`config.mk`:
```
export PLATFORM = sky130hd
export DESIGN_NAME = dhcp_reply_parser
export DESIGN_NICKNAME = d
export VERILOG_FILES = /design/src/rtl/drp_pkg.sv /design/src/rtl/drp_frame_check.sv /design/src/rtl/drp_option_walk.sv /design/src/rtl/drp_value_store.sv /design/src/rtl/dhcp_reply_parser.sv
export SDC_FILE = /design/constraint.sdc
export NUM_CORES = 2
export LEC_CHECK = 0
export BUFFER_PORTS_ARGS = -buffer_cell sky130_fd_sc_hd__buf_4
export CAP_MARGIN = 20
export CORE_UTILIZATION = 50
export CTS_BUF_LIST = sky130_fd_sc_hd__clkbuf_8
export DETAILED_ROUTE_END_ITERATION = 10
export MAX_ROUTING_LAYER = met4
export PLACE_DENSITY = 0.68
export SLEW_MARGIN = 40
export SYNTH_ARGS = -nofsm -noshare
export SYNTH_HDL_FRONTEND = slang
export SYNTH_SLANG_ARGS = --single-unit
```
`constraint.sdc`:
```
create_clock -name clock -period 14.1 [get_ports clock]
set_clock_uncertainty 0.2 [all_clocks]
set_input_delay 0 -clock clock [delete_from_list [all_inputs] [get_ports clock]]
set_output_delay 0 -clock clock [all_outputs]
set_load 0.005 [all_outputs]
```
`src/rtl/drp_pkg.sv`:
```
package drp_pkg;

   localparam int MAX_FRAME_BYTES_DEF = 2048;
   localparam int PAYLOAD_OFFSET_DEF  = 42;

   // frame layout, relative to the start of the udp payload
   localparam int SRC_PORT_BACK  = 7;
   localparam int XID_OFFSET     = 4;
   localparam int YIADDR_OFFSET  = 16;
   localparam int OPTIONS_START  = 240;
   localparam int MSG_VALUE_BACK = 242;
   localparam int MIN_FRAME_BYTES = 70;

   localparam logic [7:0] SERVER_PORT_LOW = 8'd67;
   localparam logic [7:0] BOOTREPLY       = 8'd2;
   localparam logic [7:0] OPT_MSG_TYPE    = 8'd53;
   localparam logic [7:0] MSG_OFFER       = 8'h02;
   localparam logic [7:0] MSG_ACK         = 8'h05;
   localparam logic [7:0] OPT_SUBNET      = 8'd1;
   localparam logic [7:0] OPT_ROUTER      = 8'd3;
   localparam logic [7:0] OPT_DNS         = 8'd6;
   localparam logic [7:0] OPT_SERVER_ID   = 8'd54;
   localparam logic [7:0] OPT_LEASE       = 8'd51;
   localparam logic [31:0] LEASE_SCALE    = 32'd1000;

   typedef logic [1:0] kind_type;
   localparam kind_type KIND_NONE    = 2'd0;
   localparam kind_type KIND_OFFER   = 2'd1;
   localparam kind_type KIND_ACK     = 2'd2;
   localparam kind_type KIND_PENDING = 2'd3;

   localparam int NUM_SLOTS = 6;
   typedef logic [2:0] slot_type;
   localparam slot_type SLOT_YIADDR = 3'd0;
   localparam slot_type SLOT_SUBNET = 3'd1;
   localparam slot_type SLOT_ROUTER = 3'd2;
   localparam slot_type SLOT_DNS    = 3'd3;
   localparam slot_type SLOT_SERVER = 3'd4;
   localparam slot_type SLOT_LEASE  = 3'd5;
   localparam slot_type SLOT_NONE   = 3'd6;

   typedef logic [NUM_SLOTS-1:0][31:0] slot_values_type;

   typedef struct packed {
      logic       first;
      logic       opt_step;
      logic       yi_en;
      logic [1:0] yi_lane;
   } frame_status_type;

   typedef struct packed {
      logic       en;
      slot_type   slot;
      logic [1:0] lane;
      logic       mul;
   } capture_type;

   function automatic slot_type slot_of(input logic [7:0] code);
      slot_type s;
      case (code)
         OPT_SUBNET:    s = SLOT_SUBNET;
         OPT_ROUTER:    s = SLOT_ROUTER;
         OPT_DNS:       s = SLOT_DNS;
         OPT_SERVER_ID: s = SLOT_SERVER;
         OPT_LEASE:     s = SLOT_LEASE;
         default:       s = SLOT_NONE;
      endcase
      return s;
   endfunction

endpackage

```
`src/rtl/drp_frame_check.sv`:
```
module drp_frame_check import drp_pkg::*; #(
   parameter int MAX_FRAME_BYTES = MAX_FRAME_BYTES_DEF,
   parameter int PAYLOAD_OFFSET  = PAYLOAD_OFFSET_DEF
) (
   input  logic             clock,
   input  logic             reset,
   input  logic             fire,
   input  logic             last,
   input  logic [7:0]       frame_byte,
   input  logic [31:0]      transaction_id,
   output frame_status_type status,
   output kind_type         reply_kind
);

   localparam int POS_W = $clog2(MAX_FRAME_BYTES + 1);

   logic [POS_W-1:0] pos_ff, pos_in;
   logic             header_ok_ff, header_ok_in;
   kind_type         kind_ff, kind_in;
   logic [31:0]      pos_wide, xid_off, yi_off;
   logic             in_frame;
   logic [7:0]       want;

   always_comb begin
      pos_wide = 32'(pos_ff);
      in_frame = pos_wide < 32'(MAX_FRAME_BYTES);
      xid_off  = pos_wide - 32'(PAYLOAD_OFFSET + XID_OFFSET);
      yi_off   = pos_wide - 32'(PAYLOAD_OFFSET + YIADDR_OFFSET);
      want     = 8'(transaction_id >> {~xid_off[1:0], 3'b000});

      status.first    = (pos_ff == '0);
      status.opt_step = in_frame && pos_wide >= 32'(PAYLOAD_OFFSET + OPTIONS_START);
      status.yi_en    = in_frame && pos_wide >= 32'(PAYLOAD_OFFSET + YIADDR_OFFSET)
                        && pos_wide <= 32'(PAYLOAD_OFFSET + YIADDR_OFFSET + 3);
      status.yi_lane  = yi_off[1:0];

      pos_in       = pos_ff;
      header_ok_in = header_ok_ff;
      kind_in      = kind_ff;

      if (in_frame) begin
         if (pos_wide == 32'(PAYLOAD_OFFSET - SRC_PORT_BACK) && frame_byte != SERVER_PORT_LOW)
            header_ok_in = 1'b0;
         if (pos_wide == 32'(PAYLOAD_OFFSET) && frame_byte != BOOTREPLY)
            header_ok_in = 1'b0;
         if (pos_wide >= 32'(PAYLOAD_OFFSET + XID_OFFSET)
             && pos_wide <= 32'(PAYLOAD_OFFSET + XID_OFFSET + 3) && frame_byte != want)
            header_ok_in = 1'b0;
         if (pos_wide == 32'(PAYLOAD_OFFSET + OPTIONS_START) && frame_byte == OPT_MSG_TYPE)
            kind_in = KIND_PENDING;
         if (pos_wide == 32'(PAYLOAD_OFFSET + MSG_VALUE_BACK) && kind_ff == KIND_PENDING) begin
            if (frame_byte == MSG_OFFER)
               kind_in = KIND_OFFER;
            else if (frame_byte == MSG_ACK)
               kind_in = KIND_ACK;
            else
               kind_in = KIND_NONE;
         end
         pos_in = pos_ff + POS_W'(1);
      end

      if (header_ok_in && pos_wide >= 32'(MIN_FRAME_BYTES - 1)
          && (kind_in == KIND_OFFER || kind_in == KIND_ACK))
         reply_kind = kind_in;
      else
         reply_kind = KIND_NONE;

      if (last) begin
         pos_in       = '0;
         header_ok_in = 1'b1;
         kind_in      = KIND_NONE;
      end
   end

   always_ff @(posedge clock) begin
      if (reset) begin
         pos_ff       <= '0;
         header_ok_ff <= 1'b1;
         kind_ff      <= KIND_NONE;
      end else if (fire) begin
         pos_ff       <= pos_in;
         header_ok_ff <= header_ok_in;
         kind_ff      <= kind_in;
      end
   end

endmodule

```
`src/rtl/drp_option_walk.sv`:
```
module drp_option_walk import drp_pkg::*; (
   input  logic        clock,
   input  logic        reset,
   input  logic        step,
   input  logic        frame_end,
   input  logic [7:0]  frame_byte,
   output capture_type cap
);

   typedef enum logic [2:0] {
      PHASE_CODE = 3'b001,
      PHASE_LEN  = 3'b010,
      PHASE_DATA = 3'b100
   } phase_type;

   phase_type   phase_ff, phase_in;
   logic [7:0]  code_ff, code_in;
   logic [7:0]  rem_ff, rem_in;
   logic [2:0]  idx_ff, idx_in;
   logic [7:0]  rem_dec;
   slot_type    slot;

   always_comb begin
      phase_in = phase_ff;
      code_in  = code_ff;
      rem_in   = rem_ff;
      idx_in   = idx_ff;
      rem_dec  = rem_ff - 8'd1;
      slot     = slot_of(code_ff);
      cap      = '0;

      if (step) begin
         case (phase_ff)
            PHASE_CODE: begin
               code_in  = frame_byte;
               phase_in = PHASE_LEN;
            end
            PHASE_LEN: begin
               rem_in   = frame_byte;
               idx_in   = 3'd0;
               phase_in = (frame_byte != 8'd0) ? PHASE_DATA : PHASE_CODE;
            end
            PHASE_DATA: begin
               if (idx_ff < 3'd4) begin
                  cap.en   = (slot != SLOT_NONE);
                  cap.slot = slot;
                  cap.lane = idx_ff[1:0];
                  cap.mul  = (slot == SLOT_LEASE) && (idx_ff == 3'd3 || rem_dec == 8'd0);
                  idx_in   = idx_ff + 3'd1;
               end
               rem_in = rem_dec;
               if (rem_dec == 8'd0)
                  phase_in = PHASE_CODE;
            end
            default: phase_in = PHASE_CODE;
         endcase
      end

      if (frame_end) begin
         // lease cut off by the end of the frame
         if (phase_in == PHASE_DATA && code_in == OPT_LEASE
             && idx_in >= 3'd1 && idx_in <= 3'd3)
            cap.mul = 1'b1;
         phase_in = PHASE_CODE;
         code_in  = 8'd0;
         rem_in   = 8'd0;
         idx_in   = 3'd0;
      end
   end

   always_ff @(posedge clock) begin
      if (reset) begin
         phase_ff <= PHASE_CODE;
         code_ff  <= 8'd0;
         rem_ff   <= 8'd0;
         idx_ff   <= 3'd0;
      end else begin
         phase_ff <= phase_in;
         code_ff  <= code_in;
         rem_ff   <= rem_in;
         idx_ff   <= idx_in;
      end
   end

endmodule

```
`src/rtl/drp_value_store.sv`:
```
module drp_value_store import drp_pkg::*; (
   input  logic            clock,
   input  logic            reset,
   input  logic            fire,
   input  logic            first,
   input  logic [7:0]      frame_byte,
   input  logic            yi_en,
   input  logic [1:0]      yi_lane,
   input  capture_type     cap,
   input  logic            commit,
   output slot_values_type committed_next
);

   slot_values_type shadow_ff, shadow_in;
   slot_values_type committed_ff, committed_in;
   logic [31:0]     base, placed, val;
   logic            wr;
   logic [1:0]      lane;

   always_comb begin
      base   = '0;
      placed = '0;
      val    = '0;
      wr     = 1'b0;
      lane   = 2'd0;
      for (int s = 0; s < NUM_SLOTS; s++) begin
         base = first ? committed_ff[s] : shadow_ff[s];
         if (s == int'(SLOT_YIADDR)) begin
            wr   = yi_en;
            lane = yi_lane;
         end else begin
            wr   = cap.en && (cap.slot == slot_type'(s));
            lane = cap.lane;
         end
         placed = {frame_byte, 24'd0} >> {lane, 3'b000};
         val    = base;
         if (wr)
            val = (lane == 2'd0) ? placed : (base | placed);
         if (s == int'(SLOT_LEASE) && cap.mul)
            val = 32'(val * LEASE_SCALE);
         shadow_in[s]    = fire ? val : shadow_ff[s];
         committed_in[s] = commit ? shadow_in[s] : committed_ff[s];
      end
   end

   assign committed_next = committed_in;

   always_ff @(posedge clock) begin
      if (reset) begin
         shadow_ff    <= '0;
         committed_ff <= '0;
      end else begin
         shadow_ff    <= shadow_in;
         committed_ff <= committed_in;
      end
   end

endmodule

```
`src/rtl/dhcp_reply_parser.sv`:
```
// Parses received Ethernet frames, one byte per word, for DHCP offer and ack
// replies addressed to the exchange whose xid is held in the csr register.
// A byte is taken every cycle while req_tready is high; the last byte of a
// frame passes the input register, then the result register is loaded with
// the frame's result, and that byte waits in the input register only while the
// previous result has not yet been taken. Every frame gives one result word:
// the reply kind on tuser and the committed address, mask, gateway, dns,
// server and lease-in-milliseconds values on tdata, updated only by offers.
module dhcp_reply_parser import drp_pkg::*; #(
   parameter int MAX_FRAME_BYTES = MAX_FRAME_BYTES_DEF,
   parameter int PAYLOAD_OFFSET  = PAYLOAD_OFFSET_DEF
) (
   input  logic         clock,
   input  logic         reset,
   input  logic         req_tvalid,
   output logic         req_tready,
   input  logic [7:0]   req_tdata,   // frame_byte
   input  logic         req_tlast,   // last_byte
   output logic         rsp_tvalid,
   input  logic         rsp_tready,
   // offered_address, subnet_mask, gateway_address, dns_address,
   // server_address, lease_millis
   output logic [191:0] rsp_tdata,
   output logic [1:0]   rsp_tuser,   // reply_kind
   input  logic         csr_valid,
   output logic         csr_ready,
   input  logic [31:0]  csr_wdata    // transaction_id
);

   logic             s1_valid_ff, s1_valid_in;
   logic [7:0]       s1_byte_ff;
   logic             s1_last_ff;
   logic             rsp_valid_ff, rsp_valid_in;
   logic [191:0]     rsp_data_ff;
   kind_type         rsp_kind_ff;
   logic [31:0]      tid_ff;
   logic             advance, fire, frame_end, commit;
   frame_status_type status;
   kind_type         reply_kind;
   capture_type      cap;
   slot_values_type  committed_next;

   assign advance    = !s1_last_ff || !rsp_valid_ff || rsp_tready;
   assign fire       = s1_valid_ff && advance;
   assign frame_end  = fire && s1_last_ff;
   assign commit     = frame_end && reply_kind == KIND_OFFER;
   assign req_tready = !s1_valid_ff || advance;
   assign csr_ready  = 1'b1;

   always_comb begin
      s1_valid_in = s1_valid_ff;
      if (req_tready)
         s1_valid_in = req_tvalid;
      rsp_valid_in = rsp_valid_ff;
      if (frame_end)
         rsp_valid_in = 1'b1;
      else if (rsp_tready)
         rsp_valid_in = 1'b0;
   end

   drp_frame_check #(
      .MAX_FRAME_BYTES (MAX_FRAME_BYTES),
      .PAYLOAD_OFFSET  (PAYLOAD_OFFSET)
   ) u_frame_check (
      .clock          (clock),
      .reset          (reset),
      .fire           (fire),
      .last           (s1_last_ff),
      .frame_byte     (s1_byte_ff),
      .transaction_id (tid_ff),
      .status         (status),
      .reply_kind     (reply_kind)
   );

   drp_option_walk u_option_walk (
      .clock      (clock),
      .reset      (reset),
      .step       (fire && status.opt_step),
      .frame_end  (frame_end),
      .frame_byte (s1_byte_ff),
      .cap        (cap)
   );

   drp_value_store u_value_store (
      .clock          (clock),
      .reset          (reset),
      .fire           (fire),
      .first          (status.first),
      .frame_byte     (s1_byte_ff),
      .yi_en          (status.yi_en),
      .yi_lane        (status.yi_lane),
      .cap            (cap),
      .commit         (commit),
      .committed_next (committed_next)
   );

   always_ff @(posedge clock) begin
      if (reset) begin
         s1_valid_ff  <= 1'b0;
         rsp_valid_ff <= 1'b0;
         tid_ff       <= 32'd0;
      end else begin
         s1_valid_ff  <= s1_valid_in;
         rsp_valid_ff <= rsp_valid_in;
         if (csr_valid && csr_ready)
            tid_ff <= csr_wdata;
      end
   end

   always_ff @(posedge clock) begin
      if (req_tvalid && req_tready) begin
         s1_byte_ff <= req_tdata;
         s1_last_ff <= req_tlast;
      end
      if (frame_end) begin
         rsp_data_ff <= committed_next;
         rsp_kind_ff <= reply_kind;
      end
   end

   assign rsp_tvalid = rsp_valid_ff;
   assign rsp_tdata  = rsp_data_ff;
   assign rsp_tuser  = rsp_kind_ff;

endmodule
```
==> flow_summary_export.csv <==
group,metric,value,unit
power_and_ir_drop,p_int,2.97,mW
place,portBuffers,241,
global_routing,grt_overflow,0,
worst_setup_path,cpMaxStageDelayCell,"dfxtp_1",
worst_hold_path,hold_depth,3,
sta,clock.fmax,0.118,GHz
logic_synthesis,ys_ff_latch,658,
sta,slew_viol_final,0,
logic_synthesis,ys_types,76,
global_routing,grt_pass1_vias,25964,
die,rows,90,
power_and_ir_drop,p_comb_share,8.2,%
worst_setup_path,path_cells,"buf_4, o21ai_0, or4_4, a211oi_2, nand2_1, or3_1, a31oi_1, inv_1, fa_1, fa_1, fa_1, fa_1, inv_1, ha_1, a21o_1, a21o_1, a21oi_1, nand2_1, a31oi_1, o21ai_0, xor2_1, a21oi_1, a21oi_1",
routing,via_count,26245,
power_and_ir_drop,power.switching,1.01,mW
global_routing,antenna_found_initial,2,
worst_hold_path,hp-class,"primary input to flip-flop",
worst_setup_path,r2r_slack,5.62,ns
sta,slew_headroom,42.8,%
logic_synthesis,synth_edf_count,203,
routing,dr.pass1.iters,9,
worst_hold_path,min-delay-start,"reset",
worst_setup_path,worstPathRequired,14.33,ns
cells_and_area,layout_commonest_cell,"dfxtp_1",
routing,dr.first_iter.drc_count,2489,
sta,finalCriticalPeriod,8.48,ns
job,drv_cap,0,
power_and_ir_drop,p_per_area,108,nW/um2
worst_setup_path,crit_arrival,8.71,ns
worst_setup_path,crit_fanout,12,
logic_synthesis,yosysSeqAreaShare,49.1,%
global_routing,grt_usage,30.7,%
logic_synthesis,synthCells,3225,
die,die_w,251,um
clock_network,cts_tree,"built",
logic_synthesis,netlist.area_leader.share,29.4,%
clock_network,cts_max_level,3,
worst_setup_path,crit_type,"flip-flop to flip-flop",
sta,fin_crit_sh,60.2,%
place,gp_congestion,0.928,
routing,ant_nets,0,
clock_network,cts_buffers,108,
sta,worst_slew_pin_slew,0.857,ns
worst_hold_path,min_to,"u_value_store.shadow_ff[172]",
routing,post_drt_wl_per_cell,21.6,um
logic_synthesis,synth_nets,3421,
worst_setup_path,path_depth,23,
logic_synthesis,ys.flop_type,"dfxtp_1",
die,die-area,63000,um2
worst_setup_path,r2r-start,"u_frame_check.pos_ff[1]",
power_and_ir_drop,p_leak,14.9,nW
clock_network,clock-sinks,658,
global_routing,grt_max_degree,131,
logic_synthesis,syn_area,31000,um2
worst_setup_path,r2r-end,"rsp_tdata[190]",
cells_and_area,drive_gt1_share,13.7,%
die,fp.dieH,251,um
place,place_area,33200,um2
place,post-dp-hpwl,56400,um
cells_and_area,mostFrequentLayoutCells,"455 x dfxtp_1, 349 x nor2_1, 306 x o21ai_0",
worst_setup_path,critical-path-max-stage-delay,0.75,ns
logic_synthesis,async_flop_share,0,%
routing,drc_errors,0,
sta,setup_tns,0,ns
clock_network,clk_pin_slew,0.07,ns
power_and_ir_drop,power_frac_clock,41.6,%
clock_network,worstSkewPairLatency,0.73,ns
clock_network,clk_path_buf_depth,3,
worst_setup_path,reg2reg_depth,23,
routing,wl,95200,um
power_and_ir_drop,ir_drop,0.0000723,V
worst_setup_path,worst_setup_path_start_kind,"flip-flop",
sta,finalHoldViolCount,0,
power_and_ir_drop,pwr-share-seq,50.2,%
cells_and_area,post-route-util,60.8,%
worst_setup_path,cp_common_cell,"fa_1",
worst_setup_path,critPathTopFamily,"compound AO/OA/AOI/OAI gates",
die,initial_core_util,50.9,%
die,coreArea,60800,um2
logic_synthesis,synth_top_cell_by_area,"dfxtp_1",
worst_setup_path,path_buf_inv,3,
logic_synthesis,synth_area_leaders,"dfxtp_1 29%, edfxtp_1 20%, fa_1 5.7%",
sta,rsz0062_at_grt,"false",
status,outcome,"complete, no violations",
worst_setup_path,crit_path_end_kind,"flip-flop",
die,num_io_pins,243,
clock_network,clock-root-buffer,"clkbuf_8",
cells_and_area,nets,3726,
global_routing,grt_pass1_wl,146000,um
cells_and_area,area.growth.synth_to_final,19.4,%
logic_synthesis,synth_warnings,0,
power_and_ir_drop,switching_share,25.3,%
sta,hold_ws,0.100,ns
sta,setup_viol,0,
routing,via_per_inst,5.95,
logic_synthesis,syn_avg_cell_area,9.61,um2
cells_and_area,stdcell_area,37000,um2
[layer usage]
| layer | vias to the layer above | track usage [%] | wire length (um) |
|---|---|---|---|
| met1 | 12828 | 37.8 | 38500 |
| met4 | 0 | 14.5 | 4210 |
| li1 | 11954 | - | - |
| met2 | 1160 | 49.3 | 45600 |
| met3 | 303 | 5.17 | 6870 |
| met5 | - | - | 0 |
[Yosys cell counts (all sizes together), types with 51 or more instances]
cell type and number:
o21ai 323, a211oi 114, clkbuf 198, edfxtp 203, mux2i 61, nor3 53, and3 51, ha 62
nor2 354, inv 159, dfxtp 455, a21oi 191, and2 164, fa 88, nand2 240
[repair_timing]
item                      CTS  global route
gates resized for setup     0             0
hold buffers              154             0
setup buffers               0             0
hold endpoints to repair  204             0
[worst max-delay path by stage]
stage,startpoint,end
6_report,u_frame_check.pos_ff[1],rsp_tdata[190]
5_1_grt,u_frame_check.pos_ff[1],rsp_tdata[190]
4_1_cts,u_frame_check.pos_ff[1],u_value_store.committed_ff[185]
3_5_place_dp,u_frame_check.pos_ff[1],u_value_store.committed_ff[185]
3_3_place_gp,u_frame_check.pos_ff[1],u_value_store.committed_ff[185]
2_1_floorplan,u_frame_check.pos_ff[6],rsp_tdata[185]
[through the flow]
step | setup WS [ns] | std cells | power, mW
floorplan | 6.72 | 3225 | 2.22
global placement | 5.85 | 4046 | 2.30
detailed placement | 5.81 | 4046 | 2.31
CTS | 5.80 | 4403 | 3.99
global route | 5.17 | 4407 | 4.12
finish | 5.62 | 4409 | 3.98
[area by class of cell]
type | instances | area (um2)
Antenna cell | 4 | 10.0
Sequential cell | 658 | 15200
Clock buffer | 118 | 1620
Clock inverter | 85 | 528
Multi-Input combinational cell | 2160 | 14300
Timing Repair Buffer | 443 | 3770
Inverter | 159 | 612
Fill cell | 5036 | 23800
Tap cell | 782 | 978
[cell families after synthesis]
logic type | after synthesis | share of synthesized area [%]
flops | 658 | 49.1
mux | 78 | 2.93
buf+inv | 407 | 5.17
xor+xnor | 56 | 1.58
simple gates | 979 | 14.7
fa+ha+maj | 151 | 8.22
other cells | 1 | 0.0121
compound gates | 895 | 18.3
[sequential cells by signal (all words and copies together) (netlist names)]
register,count
s1_byte_ff,8
u_value_store.shadow_ff,192
rsp_tuser,2
u_value_store.committed_ff,192
u_option_walk.phase_ff,3
u_frame_check.kind_ff,2
u_frame_check.pos_ff,12
u_option_walk.rem_ff,8
tid_ff,32
rsp_tdata,192
rsp_tvalid,1
u_option_walk.code_ff,8
u_frame_check.header_ok_ff,1
s1_valid_ff,1
u_option_walk.idx_ff,3
s1_last_ff,1
[worst register-to-register path, stage by stage (launching register included)]
cell      delay (ns)
dfxtp_1         0.75
buf_4           0.33
o21ai_0         0.15
or4_4           0.58
a211oi_2        0.62
nand2_1         0.25
or3_1           0.42
a31oi_1         0.34
inv_1           0.27
fa_1            0.60
fa_1            0.45
fa_1            0.50
fa_1            0.53
inv_1           0.05
ha_1            0.39
a21o_1          0.21
a21o_1          0.17
a21oi_1         0.15
nand2_1         0.08
a31oi_1         0.40
o21ai_0         0.21
xor2_1          0.18
a21oi_1         0.25
a21oi_1         0.10
[power by group through the flow]
stage / clock network [mW] / registers [mW] / logic [mW]
after floorplan: 0 / 2.04 / 0.185
after global placement: 0 / 2.04 / 0.266
after detailed placement: 0 / 2.04 / 0.273
after CTS: 1.68 / 2.00 / 0.311
after global routing: 1.77 / 2.00 / 0.348
final: 1.66 / 2.00 / 0.324
No activity file was read; power rests on OpenSTA's default activity.
